### src/rtl/tmr_pkg.sv
// shared types and constants for the touch to relative mouse block
// no dependencies
`timescale 1ns / 1ps
`default_nettype none

package tmr_pkg;

   localparam int CoordBits     = 10;
   localparam int DiffBits      = 8;
   localparam int GainBits      = 3;
   localparam int ThreshBits    = 8;
   localparam int ProdBits      = DiffBits + GainBits;
   localparam int CsrIndexBits  = 2;
   localparam int CsrDataBits   = 8;
   localparam int QueueDepth    = 4;
   localparam int QueuePtrBits  = $clog2(QueueDepth);
   localparam int QueueCntBits  = $clog2(QueueDepth + 1);

   localparam logic [CsrIndexBits-1:0] CsrClickThreshold = CsrIndexBits'(0);
   localparam logic [CsrIndexBits-1:0] CsrMotionGain     = CsrIndexBits'(1);

   localparam logic [ThreshBits-1:0] ThreshReset = ThreshBits'(3);
   localparam logic [GainBits-1:0]   GainReset   = GainBits'(3);

   typedef enum logic {
      CmdMotion,
      CmdTap
   } cmd_kind_type;

   typedef struct packed {
      cmd_kind_type        kind;
      logic [DiffBits-1:0] dx;
      logic [DiffBits-1:0] dy;
   } cmd_type;

   typedef struct packed {
      logic full;
      logic not_empty;
   } queue_status_type;

endpackage

`default_nettype wire

### src/rtl/tmr_front.sv
// front part: accepts touch samples, tracks contact state, classifies into commands
// depends on tmr_pkg
`timescale 1ns / 1ps
`default_nettype none

module tmr_front (
   input  wire logic                                clock,
   input  wire logic                                reset,
   input  wire logic                                req_valid,
   input  wire logic                                req_stall,
   input  wire logic                                req_touched,
   input  wire logic [tmr_pkg::CoordBits-1:0]       req_touch_x,
   input  wire logic [tmr_pkg::CoordBits-1:0]       req_touch_y,
   input  wire logic [tmr_pkg::ThreshBits-1:0]      click_threshold,
   output      logic                                push,
   output      tmr_pkg::cmd_type                    push_cmd
);

   logic                            tracking_ff, tracking_in;
   logic                            tap_pending_ff, tap_pending_in;
   logic [tmr_pkg::CoordBits-1:0]   prev_x_ff, prev_x_in;
   logic [tmr_pkg::CoordBits-1:0]   prev_y_ff, prev_y_in;
   logic [tmr_pkg::CoordBits-1:0]   start_x_ff, start_x_in;
   logic [tmr_pkg::CoordBits-1:0]   start_y_ff, start_y_in;
   logic [tmr_pkg::CoordBits-1:0]   dist_x, dist_y, thresh_ext;
   logic [tmr_pkg::CoordBits-1:0]   diff_x, diff_y;
   logic                            accept, moved_away;

   assign accept     = req_valid && !req_stall;
   assign thresh_ext = tmr_pkg::CoordBits'(click_threshold);
   assign dist_x     = (req_touch_x >= start_x_ff) ? (req_touch_x - start_x_ff)
                                                   : (start_x_ff - req_touch_x);
   assign dist_y     = (req_touch_y >= start_y_ff) ? (req_touch_y - start_y_ff)
                                                   : (start_y_ff - req_touch_y);
   assign moved_away = (dist_x > thresh_ext) || (dist_y > thresh_ext);
   assign diff_x     = req_touch_x - prev_x_ff;
   assign diff_y     = req_touch_y - prev_y_ff;

   always_comb begin
      tracking_in    = tracking_ff;
      tap_pending_in = tap_pending_ff;
      prev_x_in      = prev_x_ff;
      prev_y_in      = prev_y_ff;
      start_x_in     = start_x_ff;
      start_y_in     = start_y_ff;
      push           = 1'b0;
      push_cmd.kind  = tmr_pkg::CmdMotion;
      push_cmd.dx    = diff_x[tmr_pkg::DiffBits-1:0];
      push_cmd.dy    = diff_y[tmr_pkg::DiffBits-1:0];
      if (accept) begin
         if (req_touched) begin
            prev_x_in = req_touch_x;
            prev_y_in = req_touch_y;
            if (!tracking_ff) begin
               tracking_in    = 1'b1;
               tap_pending_in = 1'b1;
               start_x_in     = req_touch_x;
               start_y_in     = req_touch_y;
            end else begin
               push = 1'b1;
               if (moved_away) begin
                  tap_pending_in = 1'b0;
               end
            end
         end else begin
            tracking_in = 1'b0;
            if (tap_pending_ff) begin
               tap_pending_in = 1'b0;
               push           = 1'b1;
               push_cmd.kind  = tmr_pkg::CmdTap;
            end
         end
      end
   end

   always_ff @(posedge clock) begin
      if (reset) begin
         tracking_ff    <= 1'b0;
         tap_pending_ff <= 1'b0;
      end else begin
         tracking_ff    <= tracking_in;
         tap_pending_ff <= tap_pending_in;
      end
      prev_x_ff  <= prev_x_in;
      prev_y_ff  <= prev_y_in;
      start_x_ff <= start_x_in;
      start_y_ff <= start_y_in;
   end

`ifndef SYNTHESIS
   a_tap_needs_tracking: assert property (@(posedge clock) disable iff (reset)
      tap_pending_ff |-> tracking_ff)
      else $error("tap armed while not tracking");
`endif

endmodule

`default_nettype wire

### src/rtl/tmr_queue.sv
// short command queue between the front and back parts
// depends on tmr_pkg
`timescale 1ns / 1ps
`default_nettype none

module tmr_queue (
   input  wire logic                       clock,
   input  wire logic                       reset,
   input  wire logic                       push,
   input  wire tmr_pkg::cmd_type           push_cmd,
   input  wire logic                       pop,
   output      tmr_pkg::cmd_type           head_cmd,
   output      tmr_pkg::queue_status_type  status
);

   tmr_pkg::cmd_type                   entry_ff [tmr_pkg::QueueDepth];
   logic [tmr_pkg::QueuePtrBits-1:0]   wr_ptr_ff, wr_ptr_in;
   logic [tmr_pkg::QueuePtrBits-1:0]   rd_ptr_ff, rd_ptr_in;
   logic [tmr_pkg::QueueCntBits-1:0]   count_ff, count_in;

   assign status.full      = (count_ff == tmr_pkg::QueueCntBits'(tmr_pkg::QueueDepth));
   assign status.not_empty = (count_ff != '0);
   assign head_cmd         = entry_ff[rd_ptr_ff];

   always_comb begin
      wr_ptr_in = push ? wr_ptr_ff + 1'b1 : wr_ptr_ff;
      rd_ptr_in = pop  ? rd_ptr_ff + 1'b1 : rd_ptr_ff;
      count_in  = count_ff;
      if (push && !pop) begin
         count_in = count_ff + 1'b1;
      end else if (pop && !push) begin
         count_in = count_ff - 1'b1;
      end
   end

   always_ff @(posedge clock) begin
      if (reset) begin
         wr_ptr_ff <= '0;
         rd_ptr_ff <= '0;
         count_ff  <= '0;
      end else begin
         wr_ptr_ff <= wr_ptr_in;
         rd_ptr_ff <= rd_ptr_in;
         count_ff  <= count_in;
      end
      if (push) begin
         entry_ff[wr_ptr_ff] <= push_cmd;
      end
   end

`ifndef SYNTHESIS
   a_no_overflow: assert property (@(posedge clock) disable iff (reset)
      status.full |-> !push)
      else $error("push into full queue");
   a_no_underflow: assert property (@(posedge clock) disable iff (reset)
      !status.not_empty |-> !pop)
      else $error("pop from empty queue");
   a_count_bound: assert property (@(posedge clock) disable iff (reset)
      count_ff <= tmr_pkg::QueueCntBits'(tmr_pkg::QueueDepth))
      else $error("queue count out of range");
`endif

endmodule

`default_nettype wire

### src/rtl/tmr_back.sv
// back part: scales motion, expands taps into press and release reports
// depends on tmr_pkg
`timescale 1ns / 1ps
`default_nettype none

module tmr_back (
   input  wire logic                             clock,
   input  wire logic                             reset,
   input  wire tmr_pkg::queue_status_type        status,
   input  wire tmr_pkg::cmd_type                 head_cmd,
   input  wire logic [tmr_pkg::GainBits-1:0]     motion_gain,
   output      logic                             pop,
   output      logic                             rsp_valid,
   input  wire logic                             rsp_stall,
   output      logic                             rsp_left_button,
   output      logic signed [7:0]                rsp_move_x,
   output      logic signed [7:0]                rsp_move_y,
   output      logic                             rsp_last_of_run
);

   logic                              valid_ff, valid_in;
   logic                              release_due_ff, release_due_in;
   logic                              button_ff, button_in;
   logic [tmr_pkg::DiffBits-1:0]      move_x_ff, move_x_in;
   logic [tmr_pkg::DiffBits-1:0]      move_y_ff, move_y_in;
   logic                              last_ff, last_in;
   logic [tmr_pkg::ProdBits-1:0]      prod_x, prod_y;
   logic                              load;

   assign load   = !valid_ff || !rsp_stall;
   assign pop    = load && !release_due_ff && status.not_empty;
   assign prod_x = tmr_pkg::ProdBits'(head_cmd.dx) * tmr_pkg::ProdBits'(motion_gain);
   assign prod_y = tmr_pkg::ProdBits'(head_cmd.dy) * tmr_pkg::ProdBits'(motion_gain);

   always_comb begin
      valid_in       = valid_ff;
      release_due_in = release_due_ff;
      button_in      = button_ff;
      move_x_in      = move_x_ff;
      move_y_in      = move_y_ff;
      last_in        = last_ff;
      if (load) begin
         if (release_due_ff) begin
            valid_in       = 1'b1;
            release_due_in = 1'b0;
            button_in      = 1'b0;
            move_x_in      = '0;
            move_y_in      = '0;
            last_in        = 1'b1;
         end else if (status.not_empty) begin
            valid_in = 1'b1;
            unique case (head_cmd.kind)
               tmr_pkg::CmdTap: begin
                  release_due_in = 1'b1;
                  button_in      = 1'b1;
                  move_x_in      = '0;
                  move_y_in      = '0;
                  last_in        = 1'b0;
               end
               default: begin
                  button_in = 1'b0;
                  move_x_in = prod_x[tmr_pkg::DiffBits-1:0];
                  move_y_in = prod_y[tmr_pkg::DiffBits-1:0];
                  last_in   = 1'b1;
               end
            endcase
         end else begin
            valid_in = 1'b0;
         end
      end
   end

   always_ff @(posedge clock) begin
      if (reset) begin
         valid_ff       <= 1'b0;
         release_due_ff <= 1'b0;
      end else begin
         valid_ff       <= valid_in;
         release_due_ff <= release_due_in;
      end
      button_ff <= button_in;
      move_x_ff <= move_x_in;
      move_y_ff <= move_y_in;
      last_ff   <= last_in;
   end

   assign rsp_valid       = valid_ff;
   assign rsp_left_button = button_ff;
   assign rsp_move_x      = move_x_ff;
   assign rsp_move_y      = move_y_ff;
   assign rsp_last_of_run = last_ff;

`ifndef SYNTHESIS
   a_release_follows_press: assert property (@(posedge clock) disable iff (reset)
      release_due_ff |-> valid_ff && button_ff && !last_ff)
      else $error("release pending without press on output");
   a_press_not_last: assert property (@(posedge clock) disable iff (reset)
      valid_ff && button_ff |-> !last_ff && release_due_ff)
      else $error("press request marked last");
`endif

endmodule

`default_nettype wire

### src/rtl/touch_to_relative_mouse.sv
// top level of the touch to relative mouse block: csr registers and part wiring
// depends on tmr_pkg, tmr_front, tmr_queue, tmr_back
`timescale 1ns / 1ps
`default_nettype none

// Turns touch-panel samples into relative mouse requests. A sample is taken in
// every cycle in which req_valid is high and req_stall is low; the first touched
// sample of a contact only latches the position, each later touched sample gives
// one motion request, and a release with a tap still armed gives a press request
// and then a release request. The front part updates the contact state and hands
// commands to a four-entry queue; the back part scales motion with an 8x3
// multiply per axis into the output register, so one sample and one request
// move per cycle while req_stall and rsp_stall are low. Each command passes the
// queue entry register and the output register. click_threshold (index 0) and
// motion_gain (index 1) are written through the csr port, which is always ready.

module touch_to_relative_mouse (
   input  wire logic                                  clock,
   input  wire logic                                  reset,
   input  wire logic                                  csr_valid,
   output      logic                                  csr_ready,
   input  wire logic [tmr_pkg::CsrIndexBits-1:0]      csr_index,
   input  wire logic [tmr_pkg::CsrDataBits-1:0]       csr_wdata,
   input  wire logic                                  req_valid,
   output      logic                                  req_stall,
   input  wire logic                                  req_touched,
   input  wire logic [tmr_pkg::CoordBits-1:0]         req_touch_x,
   input  wire logic [tmr_pkg::CoordBits-1:0]         req_touch_y,
   output      logic                                  rsp_valid,
   input  wire logic                                  rsp_stall,
   output      logic                                  rsp_left_button,
   output      logic signed [7:0]                     rsp_move_x,
   output      logic signed [7:0]                     rsp_move_y,
   output      logic                                  rsp_last_of_run
);

   logic [tmr_pkg::ThreshBits-1:0]   threshold_ff;
   logic [tmr_pkg::GainBits-1:0]     gain_ff;
   logic                             push, pop;
   tmr_pkg::cmd_type                 push_cmd, head_cmd;
   tmr_pkg::queue_status_type        status;

   assign csr_ready = 1'b1;
   assign req_stall = status.full;

   always_ff @(posedge clock) begin
      if (reset) begin
         threshold_ff <= tmr_pkg::ThreshReset;
         gain_ff      <= tmr_pkg::GainReset;
      end else if (csr_valid) begin
         unique case (csr_index)
            tmr_pkg::CsrClickThreshold: threshold_ff <= csr_wdata[tmr_pkg::ThreshBits-1:0];
            tmr_pkg::CsrMotionGain:     gain_ff      <= csr_wdata[tmr_pkg::GainBits-1:0];
            default: ;
         endcase
      end
   end

   tmr_front u_front (
      .clock           (clock),
      .reset           (reset),
      .req_valid       (req_valid),
      .req_stall       (req_stall),
      .req_touched     (req_touched),
      .req_touch_x     (req_touch_x),
      .req_touch_y     (req_touch_y),
      .click_threshold (threshold_ff),
      .push            (push),
      .push_cmd        (push_cmd)
   );

   tmr_queue u_queue (
      .clock    (clock),
      .reset    (reset),
      .push     (push),
      .push_cmd (push_cmd),
      .pop      (pop),
      .head_cmd (head_cmd),
      .status   (status)
   );

   tmr_back u_back (
      .clock           (clock),
      .reset           (reset),
      .status          (status),
      .head_cmd        (head_cmd),
      .motion_gain     (gain_ff),
      .pop             (pop),
      .rsp_valid       (rsp_valid),
      .rsp_stall       (rsp_stall),
      .rsp_left_button (rsp_left_button),
      .rsp_move_x      (rsp_move_x),
      .rsp_move_y      (rsp_move_y),
      .rsp_last_of_run (rsp_last_of_run)
   );

endmodule

`default_nettype wire
### config.mk
export PLATFORM = sky130hd
export DESIGN_NAME = touch_to_relative_mouse
export DESIGN_NICKNAME = d
export VERILOG_FILES = /design/src/rtl/tmr_pkg.sv /design/src/rtl/tmr_front.sv /design/src/rtl/tmr_queue.sv /design/src/rtl/tmr_back.sv /design/src/rtl/touch_to_relative_mouse.sv
export SDC_FILE = /design/constraint.sdc
export NUM_CORES = 1
export LEC_CHECK = 0
export CAP_MARGIN = 5
export CORE_MARGIN = 5
export CORE_UTILIZATION = 30
export DETAILED_ROUTE_END_ITERATION = 8
export DONT_BUFFER_PORTS = 1
export HOLD_SLACK_MARGIN = 0.08
export PLACE_DENSITY_LB_ADDON = 0.1
export SLEW_MARGIN = 20
export SYNTH_ARGS = -nofsm -noshare
export SYNTH_HDL_FRONTEND = slang
export SYNTH_HIERARCHICAL = 1
export SYNTH_SLANG_ARGS = --single-unit
export TNS_END_PERCENT = 5
### constraint.sdc
create_clock -name clock -period 6.2 [get_ports clock]
set_clock_uncertainty 0.15 [all_clocks]
set_input_delay 0.62 -clock clock [delete_from_list [all_inputs] [get_ports clock]]
set_output_delay 0.62 -clock clock [all_outputs]
set_load 0.03 [all_outputs]
==> impl_metrics.py, run 1 <==
metrics = {
    "status": {
        "outcome": "complete, no violations",
    },
    "power_and_ir_drop": {
        "p_comb_frac": 0.326,
        "total_leakage_power_nw": 4.15,
        "peakVddDrop_v": 0.000206,
        "clockPowerShare": 0.284,
        "power_switching_share": 0.352,
        "fin_total_pwr_mw": 3.74,
        "pwr-share-seq": 0.390,
        "powerDensity_nw_per_um2": 368,
        "intPower_mw": 2.42,
        "power_switching_mw": 1.31,
    },
    "floorplan": {
        "start_util": 0.303,
        "ioPinCount": 57,
        "die-width_um": 185,
        "core_um2": 30400,
        "die_h_um": 185,
        "std_cell_rows": 64,
        "dieArea_um2": 34300,
    },
    "synth": {
        "seq_area_frac_synth": 0.450,
        "synth_area_um2": 9220,
        "yosys.area.top_type_share": 0.398,
        "synth_seq_cells": 146,
        "synth_area_leaders": "edfxtp_1, ha_1, dfxtp_1, inv_1, fa_1",
        "syn_avg_cell_area_um2": 11.8,
        "synth_fp_nets": 919,
        "synth_area_leader_cell": "edfxtp_1",
        "synth-main-ff-cell": "edfxtp_1",
        "synth.distinct_cells": 79,
        "synth_edf_count": 122,
        "yosys_warnings": 6,
        "synthCells": 779,
        "async_flop_share": 0,
    },
    "drt": {
        "vias_per_cell": 4.66,
        "vias": 5522,
        "post_drt_wl_per_cell_um": 16.4,
        "totalWireLength_mm": 19.4,
        "drt_iter0_markers": 213,
        "ant_nets": 0,
        "drc_errors": 0,
        "first_pass_iters": 4,
    },
    "setup_path": {
        "crit_path_max_fanout": 11,
        "cp_data_arrival_time_ns": 4.37,
        "endpoint_kind": "flip-flop",
        "required_ns": 6.42,
        "cp-start-kind": "flip-flop",
        "path_class": "flip-flop to flip-flop",
    },
    "final_layout": {
        "antenna_cells": 0,
        "drive_gt1_frac": 0.116,
        "syn_to_final_growth_pct": 10.2,
        "fin_nets": 917,
        "design_area_um2": 10200,
        "nFillCells": 3039,
    },
    "grt": {
        "grt_remaining_overflow": 0,
        "grt_pass1_wl_mm": 31.4,
        "grt_usage": 0.117,
        "grt_pass1_vias": 5795,
        "grt_max_degree": 33,
        "antenna_found_initial": 0,
    },
    "place": {
        "place_ws_ns": 1.77,
        "gp_congestion": 0.857,
        "hpwl_mm": 14.8,
        "io_buffer_count": 0,
        "dpl-instance-area_um2": 9540,
    },
    "timing": {
        "period_needed_ns": 4.15,
        "rsz0062_at_grt": "false",
        "finalHoldViolCount": 0,
        "fin_ws_ns": 2.05,
        "fin_crit_sh": 0.670,
        "tightest_slew_ns": 1.05,
        "tns_ns": 0,
        "fmax_mhz": 241,
        "finalMaxSlewViolations": 0,
        "finalSetupViolCount": 0,
        "slew_headroom": 0.299,
    },
    "clock_tree": {
        "cts_tree": "built",
        "numCtsBuffers": 17,
        "htree_num_levels": 4,
        "postCtsHoldBufs": 0,
        "cts.sinks": 146,
        "clk_latency_ns": 0.42,
        "cts_resized": 0,
        "cts_root_buf": "clkbuf_16",
        "clk_path_buf_depth": 2,
        "path_clk_slew_ns": 0.07,
        "post_cts_buffers": 0,
    },
    "flow_run": {
        "maxCapViolCount": 0,
    },
    "hold_path": {
        "min_path_type": "primary input to flip-flop",
    },
}
-- stage by stage --
stage,cells,utilization,hold slack (ns)
floorplan,779,-,0.300
global placement,1153,0.313,0.311
detailed placement,1153,0.313,0.313
CTS,1185,0.334,0.0819
global route,1186,0.334,0.0845
finish,1186,0.334,0.109
-- power groups by stage --
stage	clock (mW)	combinational, mW	sequential (mW)
after floorplan	0	1.02	1.46
after global placement	0	1.22	1.48
after detailed placement	0	1.25	1.48
after CTS	1.10	1.25	1.46
after global routing	1.15	1.41	1.47
final	1.06	1.22	1.46
-- cells in the mapped netlist (8+ instances only) --
library cell,number
edfxtp_1,122
inv_1,103
ha_1,85
nand2_1,56
a21oi_1,44
nor2_1,37
xnor2_1,25
dfxtp_1,24
and2_1,20
mux2i_1,20
xor2_1,20
a21o_1,19
fa_1,19
o21ai_0,14
nand4_1,11
mux4_2,10
nand2b_2,9
nand3_1,9
nor2b_1,8
-- registers in the layout, indices dropped and copies added (netlist names), named ones only --
| register | flops |
|---|---|
| u_queue/entry_ff | 68 |
| u_front/start_x_ff | 10 |
| u_front/start_y_ff | 10 |
| threshold_ff | 8 |
| u_back/rsp_move_x | 8 |
| u_back/rsp_move_y | 8 |
| u_front/prev_x_ff | 8 |
| u_front/prev_y_ff | 8 |
| gain_ff | 3 |
| u_queue/count_ff | 3 |
| u_queue/rd_ptr_ff | 2 |
| u_queue/wr_ptr_ff | 2 |
| u_back/release_due_ff | 1 |
| u_back/rsp_last_of_run | 1 |
| u_back/rsp_left_button | 1 |
| u_back/rsp_valid | 1 |
| u_front/tap_pending_ff | 1 |
| u_front/tracking_ff | 1 |
-- path summary, 6_finish.rpt --
check             slack, ns                   from                      to  cells after the start
hold reg to reg        0.32        threshold_ff[4]         threshold_ff[4]                      2
setup reg to reg       2.05  u_front/start_x_ff[0]  u_front/tap_pending_ff                     17
setup / recovery       2.05  u_front/start_x_ff[0]  u_front/tap_pending_ff                     17
hold / removal         0.11                  reset   u_back/release_due_ff                      1
-- kinds of logic (layout without fill, tap and decap cells) --
logic type	count (synthesis)	in the layout	share of synthesized area
compound gates	126	126	0.101
fa+ha+maj	104	104	0.157
simple gates	185	185	0.110
flops	146	146	0.450
other cells	1	1	0.000407
buf+inv	128	139	0.0637
mux	44	44	0.0764
xor+xnor	45	45	0.0428
-- critical path: stages (launching register included) --
cell and delay (ns):
edfxtp_1 0.37, ha_1 0.21, inv_1 0.06, fa_1 0.39
nand3_1 0.14, a211oi_4 0.10, o311ai_4 0.37, and2_4 0.30
mux2_4 0.32, a21oi_2 0.13, xnor2_1 0.15, ha_1 0.28
nand4_1 0.13, nor2_1 0.06, a2111oi_0 0.42, a21oi_1 0.14
nor3_1 0.20, a41o_1 0.18
-- cell usage in the layout, fill, tap and decap left out, types with 4 or more instances in the layout --
cell type,netlist,routed
nand4_1,11,11
ha_1,85,85
mux4_1,7,7
and3_1,4,4
nand2_1,56,56
nor2_1,37,36
fa_1,19,19
and2_1,20,20
inv_1,103,103
clkbuf_16,0,21
a21oi_1,44,43
mux2i_1,20,20
nand2b_1,6,6
nor2b_1,8,8
o21ai_0,14,14
inv_6,0,5
dfxtp_1,24,24
nand2b_4,4,4
nand2b_2,9,9
mux4_2,10,10
xor2_1,20,20
nand3_1,9,9
xnor2_1,25,25
edfxtp_1,122,122
a21o_1,19,19
-- final cells by class --
class | count | area [um^2] | share of cell area
inverters | 103 | 387 | 0.0381
clock buffers | 23 | 533 | 0.0525
repair buffers | 4 | 32.5 | 0.00320
well taps | 396 | 495 | 0.0488
multi-input cells | 505 | 4490 | 0.442
clock inverters | 9 | 76.3 | 0.00751
flip-flops and latches | 146 | 4140 | 0.408
-- per-layer routing --
layer,up-vias,GRT usage,part of all wire
li1,2743,-,-
met1,2676,0.145,0.45
met2,89,0.207,0.50
met3,14,0.0269,0.035
met4,0,0.0314,0.013
met5,-,0,0
(Power assumes the default switching activity.)
==> inputs of run 2 (changes only) <==
==> constraint.sdc (replaced) <==
create_clock -name clock -period 4.1 [get_ports clock]
set_clock_uncertainty 0.15 [all_clocks]
set_input_delay 0.41 -clock clock [delete_from_list [all_inputs] [get_ports clock]]
set_output_delay 0.41 -clock clock [all_outputs]
set_load 0.03 [all_outputs]
==> run 2 against run 1 <==
  * Core utilization increased by 1.2 points
  * Final area up 3.7%
  * Maximum frequency increased by 4.5%
  * Sequential power is 53% higher
  * Critical path type unchanged
  * Largest cell class unchanged
  * Highest routed layer unchanged
==> impl_metrics.py, run 2 (same netlist as run 1, synthesis figures left out) <==
metrics = {
    "drt": {
        "vias": 5776,
        "first_pass_iters": 4,
        "drc_errors": 0,
        "vias_per_cell": 4.68,
        "drt_iter0_markers": 201,
        "totalWireLength_mm": 20.8,
        "post_drt_wl_per_cell_um": 16.9,
        "ant_nets": 0,
    },
    "final_layout": {
        "regMostFlops": "u_queue/entry_ff",
        "fin_nets": 963,
        "design_area_um2": 10500,
        "top_regs": "u_queue/entry_ff x68, u_front/start_x_ff x10, u_front/start_y_ff x10",
        "layout_commonest_cell": "edfxtp_1",
        "final_cell_mix": "edfxtp_1, inv_1, ha_1",
        "drive_gt1_frac": 0.128,
        "largest_reg_flops": 68,
        "syn_to_final_growth_pct": 14.4,
        "finish.utilization": 0.346,
    },
    "hold_path": {
        "min_path_type": "primary input to flip-flop",
        "hold-path-cell-count": 2,
    },
    "grt": {
        "grt_usage": 0.125,
        "grt_max_degree": 30,
        "antenna_found_initial": 0,
        "grt_remaining_overflow": 0,
        "grt_pass1_vias": 6030,
        "grt_pass1_wl_mm": 32.9,
    },
    "power_and_ir_drop": {
        "powerDensity_nw_per_um2": 533,
        "peakVddDrop_v": 0.000247,
        "clockPowerShare": 0.265,
        "intPower_mw": 3.61,
        "pwr-share-seq": 0.398,
        "power_switching_mw": 2.00,
        "p_comb_frac": 0.338,
        "total_leakage_power_nw": 4.31,
        "power_switching_share": 0.357,
    },
    "place": {
        "hpwl_mm": 15.3,
        "io_buffer_count": 0,
        "dpl-instance-area_um2": 9640,
        "gp_congestion": 0.834,
    },
    "floorplan": {
        "die-width_um": 185,
        "std_cell_rows": 64,
        "ioPinCount": 57,
        "start_util": 0.303,
        "die_h_um": 185,
        "dieArea_um2": 34300,
        "core_um2": 30400,
    },
    "clock_tree": {
        "post_cts_buffers": 0,
        "clk_path_buf_depth": 2,
        "path_clk_slew_ns": 0.07,
        "clk_latency_ns": 0.42,
        "cts.sinks": 146,
        "cts_root_buf": "clkbuf_16",
        "htree_num_levels": 4,
        "numCtsBuffers": 17,
        "cts_tree": "built",
    },
    "status": {
        "outcome": "complete, no violations",
    },
    "timing": {
        "finalHoldViolCount": 0,
        "tightest_slew_ns": 0.987,
        "finalMaxSlewViolations": 0,
        "whs_ns": 0.152,
        "period_needed_ns": 3.97,
        "finalSetupViolCount": 0,
        "fmax_mhz": 252,
        "slew_headroom": 0.339,
        "fin_crit_sh": 0.969,
        "tns_ns": 0,
        "rsz0062_at_grt": "false",
    },
    "setup_path": {
        "cp_data_arrival_time_ns": 4.19,
        "required_ns": 4.32,
        "endpoint_kind": "flip-flop",
        "cp-start-kind": "flip-flop",
        "reg2reg_depth": 17,
        "crit_path_max_fanout": 6,
        "path_class": "flip-flop to flip-flop",
    },
    "flow_run": {
        "maxCapViolCount": 0,
    },
}
-- run 2: cell count changes in the layout (fill, tap and decap cells not counted), moves of 2 or more --
cell           before  now
clkinvlp_4          0    5
dlygate4sd3_1       1   33
inv_4               2    0
buf_4               3   16
clkinv_1            0    2
clkbuf_1            2    0
clkbuf_16          21   17
-- run 2: power by group through the flow --
stage	clock network (mW)	logic (mW)	registers (mW)
after global routing	1.62	2.16	2.26
after detailed placement	0	1.87	2.28
after global placement	0	1.84	2.27
final	1.49	1.90	2.23
after CTS	1.54	1.93	2.24
after floorplan	0	1.54	2.21
-- run 2: timing repair --
item	CTS	global route
hold endpoints to repair	63	0
endpoints found under the setup margin	0	1
resized for setup	0	2
hold buffers	34	0
-- run 2: area by class of cell --
cell class	instances	area [um^2]
flip-flops and latches	146	4140
diodes	1	2.50
inverters	103	387
multi-input cells	505	4500
repair buffers	50	455
clock buffers	17	425
well taps	396	495
clock inverters	15	133
fillers	3035	19900
-- run 2: metrics by stage --
stage                     std cells  power, mW  setup slack, ns
final                          1233       5.62            0.126
after global routing           1232       6.04           0.0213
after CTS                      1232       5.71            0.101
after detailed placement       1166       4.15          -0.0353
after global placement         1166       4.10            0.126
after floorplan                 779       3.75            0.246
-- run 2: worst max-delay path: stages (launching register included) --
cell and delay (ns):
edfxtp_1 0.36, ha_1 0.21, inv_1 0.07, fa_1 0.38, nand3_1 0.15, a211oi_4 0.10, o311ai_4 0.30, and2_4 0.25
mux2_4 0.31, a21oi_2 0.12, xnor2_1 0.15, ha_1 0.27, nand4_1 0.13, nor2_1 0.06, a2111oi_1 0.39, a21oi_1 0.13
nor3_1 0.20, a41o_1 0.19
-- run 2: final timing paths --
| kind | to | start | slack [ns] |
|---|---|---|---|
| worst max-delay path | u_front/tap_pending_ff | u_front/start_x_ff[0] | 0.13 |
| worst max register to register | u_front/tap_pending_ff | u_front/start_x_ff[0] | 0.13 |
| worst min-delay path | threshold_ff[7] | csr_index[1] | 0.15 |
| worst min register to register | threshold_ff[4] | threshold_ff[4] | 0.33 |
-- run 2: layer usage --
layer	GRT usage	up-vias	share of wire
met5	0	-	0
met3	0.0275	22	0.028
met1	0.157	2824	0.47
met2	0.213	95	0.49
met4	0.0396	0	0.016
li1	-	2835	-
